## config.mk

```make
export PLATFORM = sky130hd
export DESIGN_NAME = round_robin_io_scheduler
export DESIGN_NICKNAME = d
export VERILOG_FILES = /design/src/hw/rtl/rris_pkg.sv /design/src/hw/rtl/rris_ctrl.sv /design/src/hw/rtl/rris_datapath.sv /design/src/hw/rtl/round_robin_io_scheduler.sv
export VERILOG_INCLUDE_DIRS = /design/src /design/src/hw/rtl
export SDC_FILE = /design/constraint.sdc
export NUM_CORES = 2
export LEC_CHECK = 0
export BUFFER_PORTS_ARGS = -buffer_cell sky130_fd_sc_hd__buf_2
export CORE_MARGIN = 10
export CORE_UTILIZATION = 25
export CTS_BUF_LIST = sky130_fd_sc_hd__clkbuf_8
export DETAILED_ROUTE_END_ITERATION = 6
export GPL_TIMING_DRIVEN = 1
export SYNTH_ARGS = -nofsm -noshare
export SYNTH_HDL_FRONTEND = slang
export SYNTH_SLANG_ARGS = --single-unit
```

## constraint.sdc

```tcl
create_clock -name clk_i -period 15.45 [get_ports clk_i]
set_input_delay 4.635 -clock clk_i [delete_from_list [all_inputs] [get_ports clk_i]]
set_output_delay 4.635 -clock clk_i [all_outputs]
set_load 0.1 [all_outputs]
```

## src/hw/rtl/assert_macros.svh

```systemverilog
// Assertion macros shared by the scheduler RTL.
`ifndef ASSERT_MACROS_SVH
`define ASSERT_MACROS_SVH

// Property must hold at every clock edge outside reset.
`define ASSERT_ALWAYS(lbl, prop, msg) \
  lbl: assert property (@(posedge clk_i) disable iff (!rst_ni) (prop)) else $error(msg);

// Antecedent implies consequent in the next cycle.
`define ASSERT_NEXT(lbl, ante, cons, msg) \
  lbl: assert property (@(posedge clk_i) disable iff (!rst_ni) (ante) |=> (cons)) \
    else $error(msg);

`endif

```

## src/hw/rtl/rris_pkg.sv

```systemverilog
// Shared types and constants of the round-robin I/O scheduler.
package rris_pkg;

  localparam int unsigned MaxProcs = 16;
  localparam int unsigned SlotW    = $clog2(MaxProcs);
  localparam int unsigned CntW     = SlotW + 1;

  localparam logic [3:0] CMD_NONE   = 4'd0;
  localparam logic [3:0] CMD_ACCEPT = 4'd1;
  localparam logic [3:0] CMD_LOAD   = 4'd2;
  localparam logic [3:0] CMD_SCAN   = 4'd3;
  localparam logic [3:0] CMD_DISP   = 4'd4;
  localparam logic [3:0] CMD_RUN_RD = 4'd5;
  localparam logic [3:0] CMD_RUN_EX = 4'd6;
  localparam logic [3:0] CMD_IO_RD  = 4'd7;
  localparam logic [3:0] CMD_IO_EX  = 4'd8;
  localparam logic [3:0] CMD_LEAVE  = 4'd9;
  localparam logic [3:0] CMD_ST_RD  = 4'd10;
  localparam logic [3:0] CMD_ST_WR  = 4'd11;
  localparam logic [3:0] CMD_FIN    = 4'd12;

  localparam logic [1:0] EV_NONE   = 2'd0;
  localparam logic [1:0] EV_FINISH = 2'd1;
  localparam logic [1:0] EV_IO     = 2'd2;
  localparam logic [1:0] EV_PREEMPT = 2'd3;

  typedef struct packed {
    logic [3:0] op;
  } cmd_t;

  typedef struct packed {
    logic scan_done;
  } stat_t;

  typedef struct packed {
    logic [7:0]  label;
    logic [15:0] arrival;
    logic [15:0] remaining;
    logic [15:0] run_since_io;
    logic [15:0] io_interval;
    logic [15:0] io_duration;
    logic [15:0] io_left;
    logic        arrived;
  } slot_rec_t;

endpackage

```

## src/hw/rtl/rris_ctrl.sv

```systemverilog
// Controller state machine that sequences one request through the datapath.
module rris_ctrl import rris_pkg::*; (
  input  logic  clk_i,
  input  logic  rst_ni,
  input  logic  start_i,
  input  logic  req_type_i,
  input  stat_t stat_i,
  output cmd_t  cmd_o,
  output logic  busy_o
);

  localparam logic [3:0] S_IDLE   = 4'd0;
  localparam logic [3:0] S_LOAD   = 4'd1;
  localparam logic [3:0] S_SCAN   = 4'd2;
  localparam logic [3:0] S_DISP   = 4'd3;
  localparam logic [3:0] S_RUN_RD = 4'd4;
  localparam logic [3:0] S_RUN_EX = 4'd5;
  localparam logic [3:0] S_IO_RD  = 4'd6;
  localparam logic [3:0] S_IO_EX  = 4'd7;
  localparam logic [3:0] S_LEAVE  = 4'd8;
  localparam logic [3:0] S_ST_RD  = 4'd9;
  localparam logic [3:0] S_ST_WR  = 4'd10;
  localparam logic [3:0] S_FIN    = 4'd11;

  logic [3:0] state_q, state_d;

  always_ff @(posedge clk_i or negedge rst_ni) begin
    if (!rst_ni) begin
      state_q <= S_IDLE;
    end else begin
      state_q <= state_d;
    end
  end

  always_comb begin
    state_d   = state_q;
    cmd_o.op  = CMD_NONE;
    case (state_q)
      S_IDLE: begin
        if (start_i) begin
          cmd_o.op = CMD_ACCEPT;
          state_d  = req_type_i ? S_SCAN : S_LOAD;
        end
      end
      S_LOAD: begin
        cmd_o.op = CMD_LOAD;
        state_d  = S_IDLE;
      end
      S_SCAN: begin
        cmd_o.op = CMD_SCAN;
        if (stat_i.scan_done) begin
          state_d = S_DISP;
        end
      end
      S_DISP: begin
        cmd_o.op = CMD_DISP;
        state_d  = S_RUN_RD;
      end
      S_RUN_RD: begin
        cmd_o.op = CMD_RUN_RD;
        state_d  = S_RUN_EX;
      end
      S_RUN_EX: begin
        cmd_o.op = CMD_RUN_EX;
        state_d  = S_IO_RD;
      end
      S_IO_RD: begin
        cmd_o.op = CMD_IO_RD;
        state_d  = S_IO_EX;
      end
      S_IO_EX: begin
        cmd_o.op = CMD_IO_EX;
        state_d  = S_LEAVE;
      end
      S_LEAVE: begin
        cmd_o.op = CMD_LEAVE;
        state_d  = S_ST_RD;
      end
      S_ST_RD: begin
        cmd_o.op = CMD_ST_RD;
        state_d  = S_ST_WR;
      end
      S_ST_WR: begin
        cmd_o.op = CMD_ST_WR;
        state_d  = S_FIN;
      end
      S_FIN: begin
        cmd_o.op = CMD_FIN;
        state_d  = S_IDLE;
      end
      default: begin
        state_d = S_IDLE;
      end
    endcase
  end

  assign busy_o = (state_q != S_IDLE);

endmodule

```

## src/hw/rtl/rris_datapath.sv

```systemverilog
// Datapath: process table memory, queues, CPU and I/O device state, results.
`include "assert_macros.svh"
module rris_datapath import rris_pkg::*; (
  input  logic        clk_i,
  input  logic        rst_ni,
  input  cmd_t        cmd_i,
  output stat_t       stat_o,
  input  logic        time_slice_we_i,
  input  logic [3:0]  time_slice_i,
  input  logic [7:0]  process_name_i,
  input  logic [15:0] arrival_time_i,
  input  logic [15:0] cpu_burst_i,
  input  logic [15:0] io_interval_i,
  input  logic [15:0] io_duration_i,
  output logic        done_o,
  output logic        load_rejected_o,
  output logic        running_valid_o,
  output logic [7:0]  running_name_o,
  output logic        io_valid_o,
  output logic [7:0]  io_name_o,
  output logic        finished_valid_o,
  output logic [7:0]  finished_name_o,
  output logic        all_done_o,
  output logic [15:0] time_now_o
);

  slot_rec_t mem [MaxProcs];
  slot_rec_t rd_q;
  logic [SlotW-1:0] raddr;
  logic             we;
  logic [SlotW-1:0] waddr;
  slot_rec_t        wdata;

  logic [7:0]  in_name_q;
  logic [15:0] in_arr_q, in_burst_q, in_int_q, in_dur_q;

  logic [3:0]  ts_q;
  logic [15:0] time_q, time_d;
  logic [CntW-1:0] loaded_q, loaded_d, fin_q, fin_d;
  logic [SlotW-1:0] run_slot_q, run_slot_d, io_slot_q, io_slot_d;
  logic run_ok_q, run_ok_d, io_ok_q, io_ok_d, start_pend_q, start_pend_d;
  logic [3:0] slice_q, slice_d;
  logic [CntW-1:0] scan_q, scan_d;
  logic chk_vld_q, chk_vld_d;
  logic [SlotW-1:0] chk_idx_q, chk_idx_d;
  logic ran_q, ran_d;
  logic [1:0] ev_q, ev_d;

  logic [SlotW-1:0] rq_mem [MaxProcs];
  logic [SlotW-1:0] iq_mem [MaxProcs];
  logic [SlotW-1:0] rq_head_q, iq_head_q;
  logic [CntW-1:0]  rq_cnt_q, iq_cnt_q;
  logic rq_push, rq_pop, iq_push, iq_pop;
  logic [SlotW-1:0] rq_val, iq_val;

  logic done_d, rej_d, rv_d, iov_d, fv_d, ad_d;
  logic [7:0] rn_d, ion_d, fn_d;
  logic [15:0] tn_d;

  logic [15:0] rem_n, rsi_n;
  logic [3:0]  slice_n, eff;

  always_ff @(posedge clk_i) begin
    if (we) begin
      mem[waddr] <= wdata;
    end
    rd_q <= mem[raddr];
    if (rq_push) begin
      rq_mem[rq_head_q + rq_cnt_q[SlotW-1:0]] <= rq_val;
    end
    if (iq_push) begin
      iq_mem[iq_head_q + iq_cnt_q[SlotW-1:0]] <= iq_val;
    end
    if (cmd_i.op == CMD_ACCEPT) begin
      in_name_q  <= process_name_i;
      in_arr_q   <= arrival_time_i;
      in_burst_q <= cpu_burst_i;
      in_int_q   <= io_interval_i;
      in_dur_q   <= io_duration_i;
    end
  end

  always_ff @(posedge clk_i or negedge rst_ni) begin
    if (!rst_ni) begin
      ts_q <= 4'd3;
      time_q <= '0;
      loaded_q <= '0;
      fin_q <= '0;
      run_slot_q <= '0;
      io_slot_q <= '0;
      run_ok_q <= 1'b0;
      io_ok_q <= 1'b0;
      start_pend_q <= 1'b0;
      slice_q <= '0;
      scan_q <= '0;
      chk_vld_q <= 1'b0;
      chk_idx_q <= '0;
      ran_q <= 1'b0;
      ev_q <= EV_NONE;
      rq_head_q <= '0;
      rq_cnt_q <= '0;
      iq_head_q <= '0;
      iq_cnt_q <= '0;
      done_o <= 1'b0;
      load_rejected_o <= 1'b0;
      running_valid_o <= 1'b0;
      running_name_o <= '0;
      io_valid_o <= 1'b0;
      io_name_o <= '0;
      finished_valid_o <= 1'b0;
      finished_name_o <= '0;
      all_done_o <= 1'b0;
      time_now_o <= '0;
    end else begin
      if (time_slice_we_i) begin
        ts_q <= time_slice_i;
      end
      time_q <= time_d;
      loaded_q <= loaded_d;
      fin_q <= fin_d;
      run_slot_q <= run_slot_d;
      io_slot_q <= io_slot_d;
      run_ok_q <= run_ok_d;
      io_ok_q <= io_ok_d;
      start_pend_q <= start_pend_d;
      slice_q <= slice_d;
      scan_q <= scan_d;
      chk_vld_q <= chk_vld_d;
      chk_idx_q <= chk_idx_d;
      ran_q <= ran_d;
      ev_q <= ev_d;
      rq_head_q <= rq_pop ? rq_head_q + 1'b1 : rq_head_q;
      rq_cnt_q <= rq_cnt_q + CntW'(rq_push) - CntW'(rq_pop);
      iq_head_q <= iq_pop ? iq_head_q + 1'b1 : iq_head_q;
      iq_cnt_q <= iq_cnt_q + CntW'(iq_push) - CntW'(iq_pop);
      done_o <= done_d;
      load_rejected_o <= rej_d;
      running_valid_o <= rv_d;
      running_name_o <= rn_d;
      io_valid_o <= iov_d;
      io_name_o <= ion_d;
      finished_valid_o <= fv_d;
      finished_name_o <= fn_d;
      all_done_o <= ad_d;
      time_now_o <= tn_d;
    end
  end

  assign rem_n   = (rd_q.remaining <= 16'd1) ? 16'd0 : rd_q.remaining - 16'd1;
  assign rsi_n   = rd_q.run_since_io + 16'd1;
  assign slice_n = (slice_q < 4'd15) ? slice_q + 4'd1 : slice_q;
  assign eff     = (ts_q == 4'd0) ? 4'd1 : ts_q;
  assign stat_o.scan_done = (scan_q >= loaded_q) && !chk_vld_q;

  always_comb begin
    raddr = scan_q[SlotW-1:0];
    we = 1'b0;
    waddr = chk_idx_q;
    wdata = rd_q;
    time_d = time_q;
    loaded_d = loaded_q;
    fin_d = fin_q;
    run_slot_d = run_slot_q;
    io_slot_d = io_slot_q;
    run_ok_d = run_ok_q;
    io_ok_d = io_ok_q;
    start_pend_d = start_pend_q;
    slice_d = slice_q;
    scan_d = scan_q;
    chk_vld_d = chk_vld_q;
    chk_idx_d = chk_idx_q;
    ran_d = ran_q;
    ev_d = ev_q;
    rq_push = 1'b0;
    rq_pop = 1'b0;
    rq_val = chk_idx_q;
    iq_push = 1'b0;
    iq_pop = 1'b0;
    iq_val = run_slot_q;
    done_d = 1'b0;
    rej_d = load_rejected_o;
    rv_d = running_valid_o;
    rn_d = running_name_o;
    iov_d = io_valid_o;
    ion_d = io_name_o;
    fv_d = finished_valid_o;
    fn_d = finished_name_o;
    ad_d = all_done_o;
    tn_d = time_now_o;
    case (cmd_i.op)
      CMD_ACCEPT: begin
        rej_d = 1'b0;
        rv_d = 1'b0;
        rn_d = '0;
        iov_d = 1'b0;
        ion_d = '0;
        fv_d = 1'b0;
        fn_d = '0;
        tn_d = time_q;
        scan_d = '0;
        chk_vld_d = 1'b0;
        ran_d = 1'b0;
        ev_d = EV_NONE;
      end
      CMD_LOAD: begin
        done_d = 1'b0;
        if (loaded_q < CntW'(MaxProcs)) begin
          we = 1'b1;
          waddr = loaded_q[SlotW-1:0];
          wdata.label = in_name_q;
          wdata.arrival = in_arr_q;
          wdata.remaining = in_burst_q;
          wdata.run_since_io = '0;
          wdata.io_interval = in_int_q;
          wdata.io_duration = in_dur_q;
          wdata.io_left = '0;
          wdata.arrived = 1'b0;
          loaded_d = loaded_q + 1'b1;
          ad_d = (fin_q == loaded_q + 1'b1);
        end else begin
          rej_d = 1'b1;
          ad_d = (fin_q == loaded_q);
        end
        done_d = 1'b1;
      end
      CMD_SCAN: begin
        if (chk_vld_q && !rd_q.arrived && (rd_q.arrival == time_q)) begin
          we = 1'b1;
          wdata.arrived = 1'b1;
          if (rq_cnt_q < CntW'(MaxProcs)) begin
            rq_push = 1'b1;
          end
        end
        if (scan_q < loaded_q) begin
          chk_vld_d = 1'b1;
          chk_idx_d = scan_q[SlotW-1:0];
          scan_d = scan_q + 1'b1;
        end else begin
          chk_vld_d = 1'b0;
        end
      end
      CMD_DISP: begin
        if (!run_ok_q && (rq_cnt_q != '0)) begin
          rq_pop = 1'b1;
          run_slot_d = rq_mem[rq_head_q];
          run_ok_d = 1'b1;
          slice_d = '0;
        end
      end
      CMD_RUN_RD: begin
        raddr = run_slot_q;
      end
      CMD_RUN_EX: begin
        if (run_ok_q) begin
          ran_d = 1'b1;
          rv_d = 1'b1;
          rn_d = rd_q.label;
          we = 1'b1;
          waddr = run_slot_q;
          wdata.remaining = rem_n;
          wdata.run_since_io = rsi_n;
          slice_d = slice_n;
          if (rem_n == 16'd0) begin
            ev_d = EV_FINISH;
          end else if ((rd_q.io_interval != 16'd0) && (rsi_n == rd_q.io_interval)) begin
            ev_d = EV_IO;
          end else if (slice_n >= eff) begin
            ev_d = EV_PREEMPT;
          end
        end
      end
      CMD_IO_RD: begin
        raddr = io_slot_q;
      end
      CMD_IO_EX: begin
        if (io_ok_q) begin
          iov_d = 1'b1;
          ion_d = rd_q.label;
          we = 1'b1;
          waddr = io_slot_q;
          if (rd_q.io_left <= 16'd1) begin
            wdata.io_left = '0;
            wdata.run_since_io = '0;
            if (ran_q) begin
              rq_val = io_slot_q;
              rq_push = (rq_cnt_q < CntW'(MaxProcs));
            end else begin
              run_slot_d = io_slot_q;
              run_ok_d = 1'b1;
              slice_d = '0;
            end
            io_ok_d = 1'b0;
            if (iq_cnt_q != '0) begin
              iq_pop = 1'b1;
              io_slot_d = iq_mem[iq_head_q];
              io_ok_d = 1'b1;
              start_pend_d = 1'b1;
            end
          end else begin
            wdata.io_left = rd_q.io_left - 16'd1;
          end
        end else if (iq_cnt_q != '0) begin
          iq_pop = 1'b1;
          io_slot_d = iq_mem[iq_head_q];
          io_ok_d = 1'b1;
          start_pend_d = 1'b1;
        end
      end
      CMD_LEAVE: begin
        case (ev_q)
          EV_FINISH: begin
            fin_d = fin_q + 1'b1;
            fv_d = 1'b1;
            fn_d = running_name_o;
            run_ok_d = 1'b0;
          end
          EV_IO: begin
            run_ok_d = 1'b0;
            if (io_ok_q) begin
              iq_push = (iq_cnt_q < CntW'(MaxProcs));
            end else begin
              io_slot_d = run_slot_q;
              io_ok_d = 1'b1;
              start_pend_d = 1'b1;
            end
          end
          EV_PREEMPT: begin
            run_ok_d = 1'b0;
            rq_val = run_slot_q;
            rq_push = (rq_cnt_q < CntW'(MaxProcs));
          end
          default: begin
            run_ok_d = run_ok_q;
          end
        endcase
      end
      CMD_ST_RD: begin
        raddr = io_slot_q;
      end
      CMD_ST_WR: begin
        if (start_pend_q) begin
          we = 1'b1;
          waddr = io_slot_q;
          wdata.io_left = rd_q.io_duration;
          start_pend_d = 1'b0;
        end
      end
      CMD_FIN: begin
        if (time_q != 16'hFFFF) begin
          time_d = time_q + 16'd1;
        end
        ad_d = (fin_q == loaded_q);
        done_d = 1'b1;
      end
      default: begin
        done_d = 1'b0;
      end
    endcase
  end

  `ASSERT_ALWAYS(a_fin_le_loaded, fin_q <= loaded_q, "more finished than loaded")
  `ASSERT_ALWAYS(a_cpu_io_distinct, !(run_ok_q && io_ok_q) || (run_slot_q != io_slot_q),
    "same process on CPU and I/O device")
  `ASSERT_NEXT(a_done_pulse, done_o, !done_o, "result strobe longer than one cycle")

endmodule

```

## src/hw/rtl/round_robin_io_scheduler.sv

```systemverilog
// Top level of the round-robin CPU scheduler with one FIFO-served I/O device.
//
// A request is taken when start_i is high while busy_o is low. req_type_i
// selects a load (0), which stores a process in the next free table slot, or
// a tick (1), which advances the schedule by one time unit.
// Each request yields one result, shown on the result ports for exactly one
// cycle while done_o is high; the receiver cannot hold it off.
// A load stores its process in the load step, whose result is registered.
// A tick lasts longer the more processes are loaded, and is shortest while
// the table is empty:
// the arrival scan reads the process table through its single read port, one
// slot per cycle, and the CPU, I/O device and queue updates then use that
// port in fixed steps.
// busy_o drops in the strobe cycle, so the next request can be taken there.
// The time slice register is written by time_slice_we_i with time_slice_i
// and should only change while the block is idle.
// Reset clears the queues, the CPU and device, the counters and the time,
// and sets the time slice to 3.
module round_robin_io_scheduler import rris_pkg::*; (
  input  logic        clk_i,
  input  logic        rst_ni,
  input  logic        time_slice_we_i,
  input  logic [3:0]  time_slice_i,
  input  logic        start_i,
  output logic        busy_o,
  input  logic        req_type_i,
  input  logic [7:0]  process_name_i,
  input  logic [15:0] arrival_time_i,
  input  logic [15:0] cpu_burst_i,
  input  logic [15:0] io_interval_i,
  input  logic [15:0] io_duration_i,
  output logic        done_o,
  output logic        load_rejected_o,
  output logic        running_valid_o,
  output logic [7:0]  running_name_o,
  output logic        io_valid_o,
  output logic [7:0]  io_name_o,
  output logic        finished_valid_o,
  output logic [7:0]  finished_name_o,
  output logic        all_done_o,
  output logic [15:0] time_now_o
);

  cmd_t  cmd;
  stat_t stat;

  rris_ctrl u_ctrl (
    .clk_i      (clk_i),
    .rst_ni     (rst_ni),
    .start_i    (start_i),
    .req_type_i (req_type_i),
    .stat_i     (stat),
    .cmd_o      (cmd),
    .busy_o     (busy_o)
  );

  rris_datapath u_dp (
    .clk_i            (clk_i),
    .rst_ni           (rst_ni),
    .cmd_i            (cmd),
    .stat_o           (stat),
    .time_slice_we_i  (time_slice_we_i),
    .time_slice_i     (time_slice_i),
    .process_name_i   (process_name_i),
    .arrival_time_i   (arrival_time_i),
    .cpu_burst_i      (cpu_burst_i),
    .io_interval_i    (io_interval_i),
    .io_duration_i    (io_duration_i),
    .done_o           (done_o),
    .load_rejected_o  (load_rejected_o),
    .running_valid_o  (running_valid_o),
    .running_name_o   (running_name_o),
    .io_valid_o       (io_valid_o),
    .io_name_o        (io_name_o),
    .finished_valid_o (finished_valid_o),
    .finished_name_o  (finished_name_o),
    .all_done_o       (all_done_o),
    .time_now_o       (time_now_o)
  );

endmodule

```

* Word level (Yosys, flattened, before mapping) *
Memories as Yosys holds them, arrays and structs flattened. A register that Yosys moved wholly into a read port is not among the register bits.
Cells that the tools add are included.

storage, ports and cells
  memories = 3
  bits of input ports = 81
  bits in writable memories = 1808
  output and inout port bits = 47
  bits in registers = 197

cells by class
  order comparisons = 9
  reductions and logical operators = 46
  mux-type cells = 121
  $add $sub $neg = 16
  equality and inequality tests = 46

memory list
  memory       words  width  read ports  clocked after memory_dff  wr ports  RTL line             text
  u_dp.mem     16     105    1           1                         1         rris_datapath.sv:27  slot_rec_t mem [MaxProcs];
  u_dp.iq_mem  16     4      1           0                         1         rris_datapath.sv:50  logic [SlotW-1:0] iq_mem [MaxProcs];
  u_dp.rq_mem  16     4      1           0                         1         rris_datapath.sv:49  logic [SlotW-1:0] rq_mem [MaxProcs];

operators by type and width
  kind                     count
  $mux W105                1
  $mux W4                  26
  $mux W16                 6
  $pmux W16 S3             2
  $mux W32                 2
  $mux W1                  48
  $pmux W4 S12             1
  $pmux W8 S2              3
  $pmux W4 S10             1
  $eq A4 B4 Y1 const B     9
  $add A16 B1 Y16 const B  2
  $eq A16 B16 Y1           2
  $eq A4 B3 Y1 const B     8
  $le A16 B1 Y1 const B    2
  $pmux W16 S2             1
  $pmux W4 S2              4
  $sub A16 B1 Y16 const B  2
  $mux W24                 1
  $mux W8                  3
  $reduce_and A2 Y1        11
  $eq A4 B2 Y1 const B     4
  $logic_not A16 Y1        1
  $ne A16 B16 Y1 const B   1
  $pmux W1 S2              8
  40 further kinds         89

* Logic depth before layout (Yosys ltp) *
  depth in word-level cells = 8
  depth in mapped cells = 16

* Hierarchy *
From an unflattened synthesis, not the netlist that was laid out.

second synthesis, totals
  cells, all modules = 5691
  area total of the unflattened synthesis = 84962.7 um^2

modules (own cells, without submodules)
  module         seq. area each (um^2)  instances  cells each  area an instance (um^2)
  rris_datapath  61586.6                1          5651        84622.4
  rris_ctrl      100.1                  1          40          340.3

* Worst setup path after synthesis *
No wires, ideal clock.

  path type = register -> register
  from = reg u_ctrl.state_q[3]
  to = mem u_dp.mem[13][0] (netlist name) (enable)
  cell stages (with the launch flop) = 9
  data arrival time = 9.974 ns
  library setup time = 0.719 ns
  slack = 4.757 ns
  period minus slack after synthesis = 10.693 ns
  required time = 14.731 ns
  path through = dfrtp_1 -> clkbuf_1 -> nor4bb_1 -> nand2_1 -> o21ai_1 -> nor2_1 -> and2_1 -> or3_1 -> nor3b_1

on the way
  cells in the longest elaborated chain, start to end = 6
  elaborated cells between the ends (all ways) = 22

ends and longest elaborated chain
  item                                  RTL line              text
  start, declared                       rris_ctrl.sv:25       logic [3:0] state_q, state_d;
  start signal, assigned                rris_ctrl.sv:31       state_q <= state_d;
  $eq A4 B4 Y1 (tied with other cells)  rris_ctrl.sv:38       case (state_q)
  $pmux W4 S12 *                        rris_ctrl.sv:38
  $eq A4 B4 Y1 (tied with other cells)  rris_datapath.sv:190  case (cmd_i.op)
  $pmux W1 S5                           rris_datapath.sv:190
  $mux W1                               rris_datapath.sv:64   if (we) begin
  $mux W1 (not written as such)         rris_datapath.sv:65   mem[waddr] <= wdata;
  end, declared                         rris_datapath.sv:27

Every way passes the cells marked *; elsewhere a longest branch is shown, timed or not.

* Worst setup path after layout *
  from = reg u_ctrl.state_q[2]
  to = out busy_o

on the way
  cells in the longest elaborated chain, start to end = 1

ends and longest elaborated chain
  item                RTL line                        text
  $reduce_bool A4 Y1  rris_ctrl.sv:97                 assign busy_o = (state_q != S_IDLE);
  end, declared       round_robin_io_scheduler.sv:25  output logic busy_o,

Every way passes these cells.

==> impl_metrics.xml <==
<?xml version="1.0" encoding="UTF-8"?>
<metrics>
  <group name="sta">
    <metric name="tns" unit="ns">0</metric>
    <metric name="worst_clock_skew" unit="ns">0.114</metric>
    <metric name="fmax" unit="MHz">138</metric>
    <metric name="timing.final.crit_share" unit="">0.468</metric>
    <metric name="timing.final.crit_period" unit="ns">7.23</metric>
    <metric name="max_slew_margin" unit="">0.144</metric>
    <metric name="finalSetupViolCount" unit="">0</metric>
    <metric name="rsz_0062_raised_after_global_routing" unit="">no</metric>
    <metric name="report.final.hold_viol_count" unit="">0</metric>
    <metric name="tightestPinTransition" unit="ns">1.27</metric>
    <metric name="setup_ws" unit="ns">8.22</metric>
    <metric name="number_of_pins_exceeding_their_max_slew_limit_in_the_final_report" unit="">0</metric>
  </group>
  <group name="critical_path">
    <metric name="critPathLaunch" unit="">u_ctrl.state_q[2]$_DFFE_PN0P_</metric>
    <metric name="setup.worst_path.end_class" unit="">output port</metric>
    <metric name="maximum_fanout_count_along_the_critical_path" unit="">16</metric>
    <metric name="crit_arrival" unit="ns">2.59</metric>
    <metric name="cpPeakStageDelay" unit="ns">0.55</metric>
    <metric name="timing.rr.end" unit="">u_dp.rd_q[88]$_DFF_P_</metric>
    <metric name="startpoint_kind_of_the_worst_setup_timing_path" unit="">register</metric>
    <metric name="path_cells" unit="">nor2_1, nand2_1, buf_2</metric>
    <metric name="reg2reg_slack" unit="ns">9.91</metric>
    <metric name="critical_path_depth" unit="">3</metric>
    <metric name="timing_worst_setup_path_type" unit="">register to output port</metric>
    <metric name="worst_r2r_path_depth" unit="">10</metric>
    <metric name="crit_family" unit="">simple AND/OR/NAND/NOR gates</metric>
    <metric name="critical_path.endpoint" unit="">busy_o</metric>
    <metric name="timing.critical_path.slowest_stage_cell" unit="">sky130_fd_sc_hd__dfrtp_1</metric>
    <metric name="r2r-start" unit="">u_ctrl.state_q[1]$_DFFE_PN0P_</metric>
    <metric name="worst-endpoint-required" unit="ns">10.82</metric>
    <metric name="crit_buf_inv" unit="">1</metric>
  </group>
  <group name="cts">
    <metric name="h-tree-depth" unit="">5</metric>
    <metric name="cts-root-to-sink-buffers" unit="">4</metric>
    <metric name="insertion_delay" unit="ns">0.97</metric>
    <metric name="inserted_clock_buffers" unit="">332</metric>
    <metric name="cts_hold_buffers" unit="">0</metric>
    <metric name="post-cts-setup-buffers" unit="">0</metric>
    <metric name="clockRootBuffer" unit="">sky130_fd_sc_hd__clkbuf_8</metric>
    <metric name="cts.sinks" unit="">2110</metric>
    <metric name="postCtsResizedCells" unit="">0</metric>
    <metric name="path_clk_slew" unit="ns">0.06</metric>
    <metric name="cts_tree" unit="">done</metric>
  </group>
  <group name="yosys">
    <metric name="number_of_enable_type_register_cells_in_the_synthesized_netlist" unit="">1880</metric>
    <metric name="yosysTopAreaCellShare" unit="">0.671</metric>
    <metric name="ys_warn_count" unit="">0</metric>
    <metric name="post_synthesis_instance_area" unit="mm2">0.0841</metric>
    <metric name="yosys.cell_count.top_type" unit="">sky130_fd_sc_hd__edfxtp_1</metric>
    <metric name="ys_top_cells_by_count" unit="">sky130_fd_sc_hd__edfxtp_1, sky130_fd_sc_hd__nand2_1, sky130_fd_sc_hd__nand3_1</metric>
    <metric name="sequential_element_share_of_the_synthesized_area" unit="">0.733</metric>
    <metric name="postSynthRegisterBits" unit="">2110</metric>
    <metric name="avgSynthCellArea" unit="um2">13.7</metric>
    <metric name="ffs_w_async_s_r_synth" unit="">0.0592</metric>
    <metric name="syn_nets" unit="">6282</metric>
    <metric name="synth_flop_cell" unit="">sky130_fd_sc_hd__edfxtp_1</metric>
    <metric name="synth_cell_type_count" unit="">73</metric>
    <metric name="synth_area_leader_cell" unit="">sky130_fd_sc_hd__edfxtp_1</metric>
    <metric name="ys_top_cells_by_area" unit="">sky130_fd_sc_hd__edfxtp_1, sky130_fd_sc_hd__nand2_1, sky130_fd_sc_hd__mux2i_1, sky130_fd_sc_hd__nand3_1, sky130_fd_sc_hd__dfrtp_1</metric>
    <metric name="gate_count_after_technology_mapping" unit="">6158</metric>
  </group>
  <group name="drt">
    <metric name="drt_pass1_iterations" unit="">6</metric>
    <metric name="postRouteAntennaNets" unit="">0</metric>
    <metric name="routed_via_density" unit="">4.68</metric>
    <metric name="routed_wirelength" unit="um">222000</metric>
    <metric name="drt_iter0_markers" unit="">4784</metric>
    <metric name="vias" unit="">51509</metric>
    <metric name="post_drt_wl_per_cell" unit="um">20.2</metric>
    <metric name="drcViolationCount" unit="">0</metric>
  </group>
  <group name="power_and_ir_drop">
    <metric name="power_per_cell_area" unit="mW/mm2">201</metric>
    <metric name="report.power.total" unit="mW">19.4</metric>
    <metric name="intPower" unit="mW">12.2</metric>
    <metric name="vdd_ir_drop_max" unit="V">0.000167</metric>
    <metric name="power.net_switching" unit="mW">7.16</metric>
    <metric name="power_frac_clock" unit="">0.240</metric>
    <metric name="sw_frac_of_total" unit="">0.369</metric>
    <metric name="leakage" unit="nW">33.8</metric>
    <metric name="share_seq_of_total_power" unit="">0.434</metric>
    <metric name="power_frac_comb" unit="">0.326</metric>
  </group>
  <group name="place">
    <metric name="dp_hpwl" unit="um">114000</metric>
    <metric name="instance_area_after_placement" unit="mm2">0.0901</metric>
    <metric name="io_buffers" unit="">127</metric>
    <metric name="place_ws" unit="ns">7.62</metric>
    <metric name="gp_routability_congestion" unit="">0.786</metric>
  </group>
  <group name="cells_and_area">
    <metric name="area.growth.synth_to_final" unit="%">14.9</metric>
    <metric name="final_net_count" unit="">6482</metric>
    <metric name="fin_area" unit="mm2">0.0967</metric>
    <metric name="post_route_cells_drive_above_1_share" unit="">0.123</metric>
    <metric name="final.fill_count" unit="">33367</metric>
    <metric name="fin_util" unit="">0.289</metric>
  </group>
  <group name="grt">
    <metric name="first_global_vias" unit="">51293</metric>
    <metric name="grt_start_max_net_pins" unit="">207</metric>
    <metric name="wire_length_of_the_first_global_routing_pass" unit="um">330000</metric>
    <metric name="track_usage" unit="">0.118</metric>
    <metric name="grt_antenna_before_repair" unit="">16</metric>
    <metric name="global_route.overflow_total" unit="">0</metric>
  </group>
  <group name="floorplanning">
    <metric name="die-width" unit="um">600</metric>
    <metric name="core_area" unit="mm2">0.334</metric>
    <metric name="rows" unit="">212</metric>
    <metric name="die_h" unit="um">600</metric>
    <metric name="start_util" unit="">0.252</metric>
    <metric name="floorplan.io_pins" unit="">128</metric>
    <metric name="die_area" unit="mm2">0.360</metric>
  </group>
  <group name="hold_path">
    <metric name="min_from" unit="">u_dp.io_valid_o$_DFFE_PN0P_</metric>
    <metric name="hold_class" unit="">register to register</metric>
  </group>
  <group name="status">
    <metric name="run_status" unit="">completed</metric>
  </group>
  <group name="flow_run">
    <metric name="drv_cap" unit="">0</metric>
  </group>
</metrics>
## layer usage
layer / up-vias / wire length [um] / track usage
li1: 23187 / - / -
met1: 26038 / 93300 / 0.152
met2: 1831 / 107000 / 0.198
met3: 435 / 14500 / 0.0207
met4: 18 / 7040 / 0.0415
met5: - / 126 / 0
## cells in the final DEF (no fill, tap or decap), types with 39 or more instances in the layout
master                     count
sky130_fd_sc_hd__clkinv_2     46
sky130_fd_sc_hd__clkbuf_8    368
sky130_fd_sc_hd__nand3_1     661
sky130_fd_sc_hd__inv_1       159
sky130_fd_sc_hd__a32oi_1     107
sky130_fd_sc_hd__nor2_1      100
sky130_fd_sc_hd__dfxtp_1     105
sky130_fd_sc_hd__mux2i_1     332
sky130_fd_sc_hd__xnor2_1      65
sky130_fd_sc_hd__buf_2       126
sky130_fd_sc_hd__mux2_2       68
sky130_fd_sc_hd__buf_4        79
sky130_fd_sc_hd__clkinv_1     43
sky130_fd_sc_hd__a21oi_1      39
sky130_fd_sc_hd__nand2_1    1638
sky130_fd_sc_hd__o21ai_0      89
sky130_fd_sc_hd__ha_1         39
sky130_fd_sc_hd__edfxtp_1   1880
sky130_fd_sc_hd__o221ai_1    106
sky130_fd_sc_hd__dfrtp_1     123
## worst min-delay path by stage
stage / endpoint / slack (ns) / depth (start not counted)
6_report: u_dp.io_valid_o$_DFFE_PN0P_ / 0.48 / 1
5_1_grt: u_dp.io_valid_o$_DFFE_PN0P_ / 0.50 / 1
4_1_cts: u_dp.io_valid_o$_DFFE_PN0P_ / 0.48 / 1
3_5_place_dp: u_dp.io_valid_o$_DFFE_PN0P_ / 0.47 / 1
3_3_place_gp: u_dp.io_valid_o$_DFFE_PN0P_ / 0.46 / 1
2_1_floorplan: u_dp.fin_q[4]$_DFFE_PN0P_ / 0.46 / 1
## power by group through the flow
stage / registers, mW / logic, mW / clock network (mW)
floorplan: 8.39 / 4.29 / 0
global placement: 8.51 / 6.14 / 0
global route: 8.47 / 6.98 / 5.01
finish: 8.42 / 6.32 / 4.66
CTS: 8.42 / 6.35 / 4.77
detailed placement: 8.53 / 6.33 / 0
## kinds of logic (layout without fill, tap and decap cells)
logic type | count (synthesis) | after routing | share of synthesized area
buf+inv | 408 | 874 | 0.0184
compound gates | 482 | 482 | 0.0438
other cells | 0 | 1 | 0
fa+ha+maj | 43 | 43 | 0.00675
xor+xnor | 100 | 100 | 0.0104
flops | 2110 | 2110 | 0.733
simple gates | 2587 | 2587 | 0.131
mux | 428 | 428 | 0.0561
## registers in the layout, indices dropped and copies added, names as in the netlist, 16 cells and up
register,flops
u_dp.in_arr_q,16
u_dp.in_burst_q,16
u_dp.in_dur_q,16
u_dp.in_int_q,16
u_dp.iq_mem,64
u_dp.mem,1680
u_dp.rd_q,105
u_dp.rq_mem,64
u_dp.time_now_o,16
u_dp.time_q,16
## worst reg2reg max path, delay by kind of cell, from the launching register on
kind                   cells  cell delay [ns]
AO/OA/AOI/OAI              4             1.84
AND/OR/NAND/NOR            1             0.28
buffers and inverters      3             2.28
flip-flops                 1             0.55
multiplexers               2             0.43
## layout make-up
class                      instances  area (um2)  area share
sequential                      2110       61700       0.638
inverter                          48         185     0.00192
clock buffer                     368        5060      0.0524
clock inverter                   232        1450      0.0150
tap                             4387        5490      0.0568
timing repair buffer             226        1640      0.0169
multi-input combinational       3640       21100       0.219
antenna                            1        2.50   0.0000259
## through the flow
stage	hold slack (ns)	cells
after floorplan	0.464	6158
after global placement	0.461	10411
after detailed placement	0.469	10411
after CTS	0.482	11011
after global routing	0.504	11012
final	0.478	11012
(Power assumes the default switching activity.)
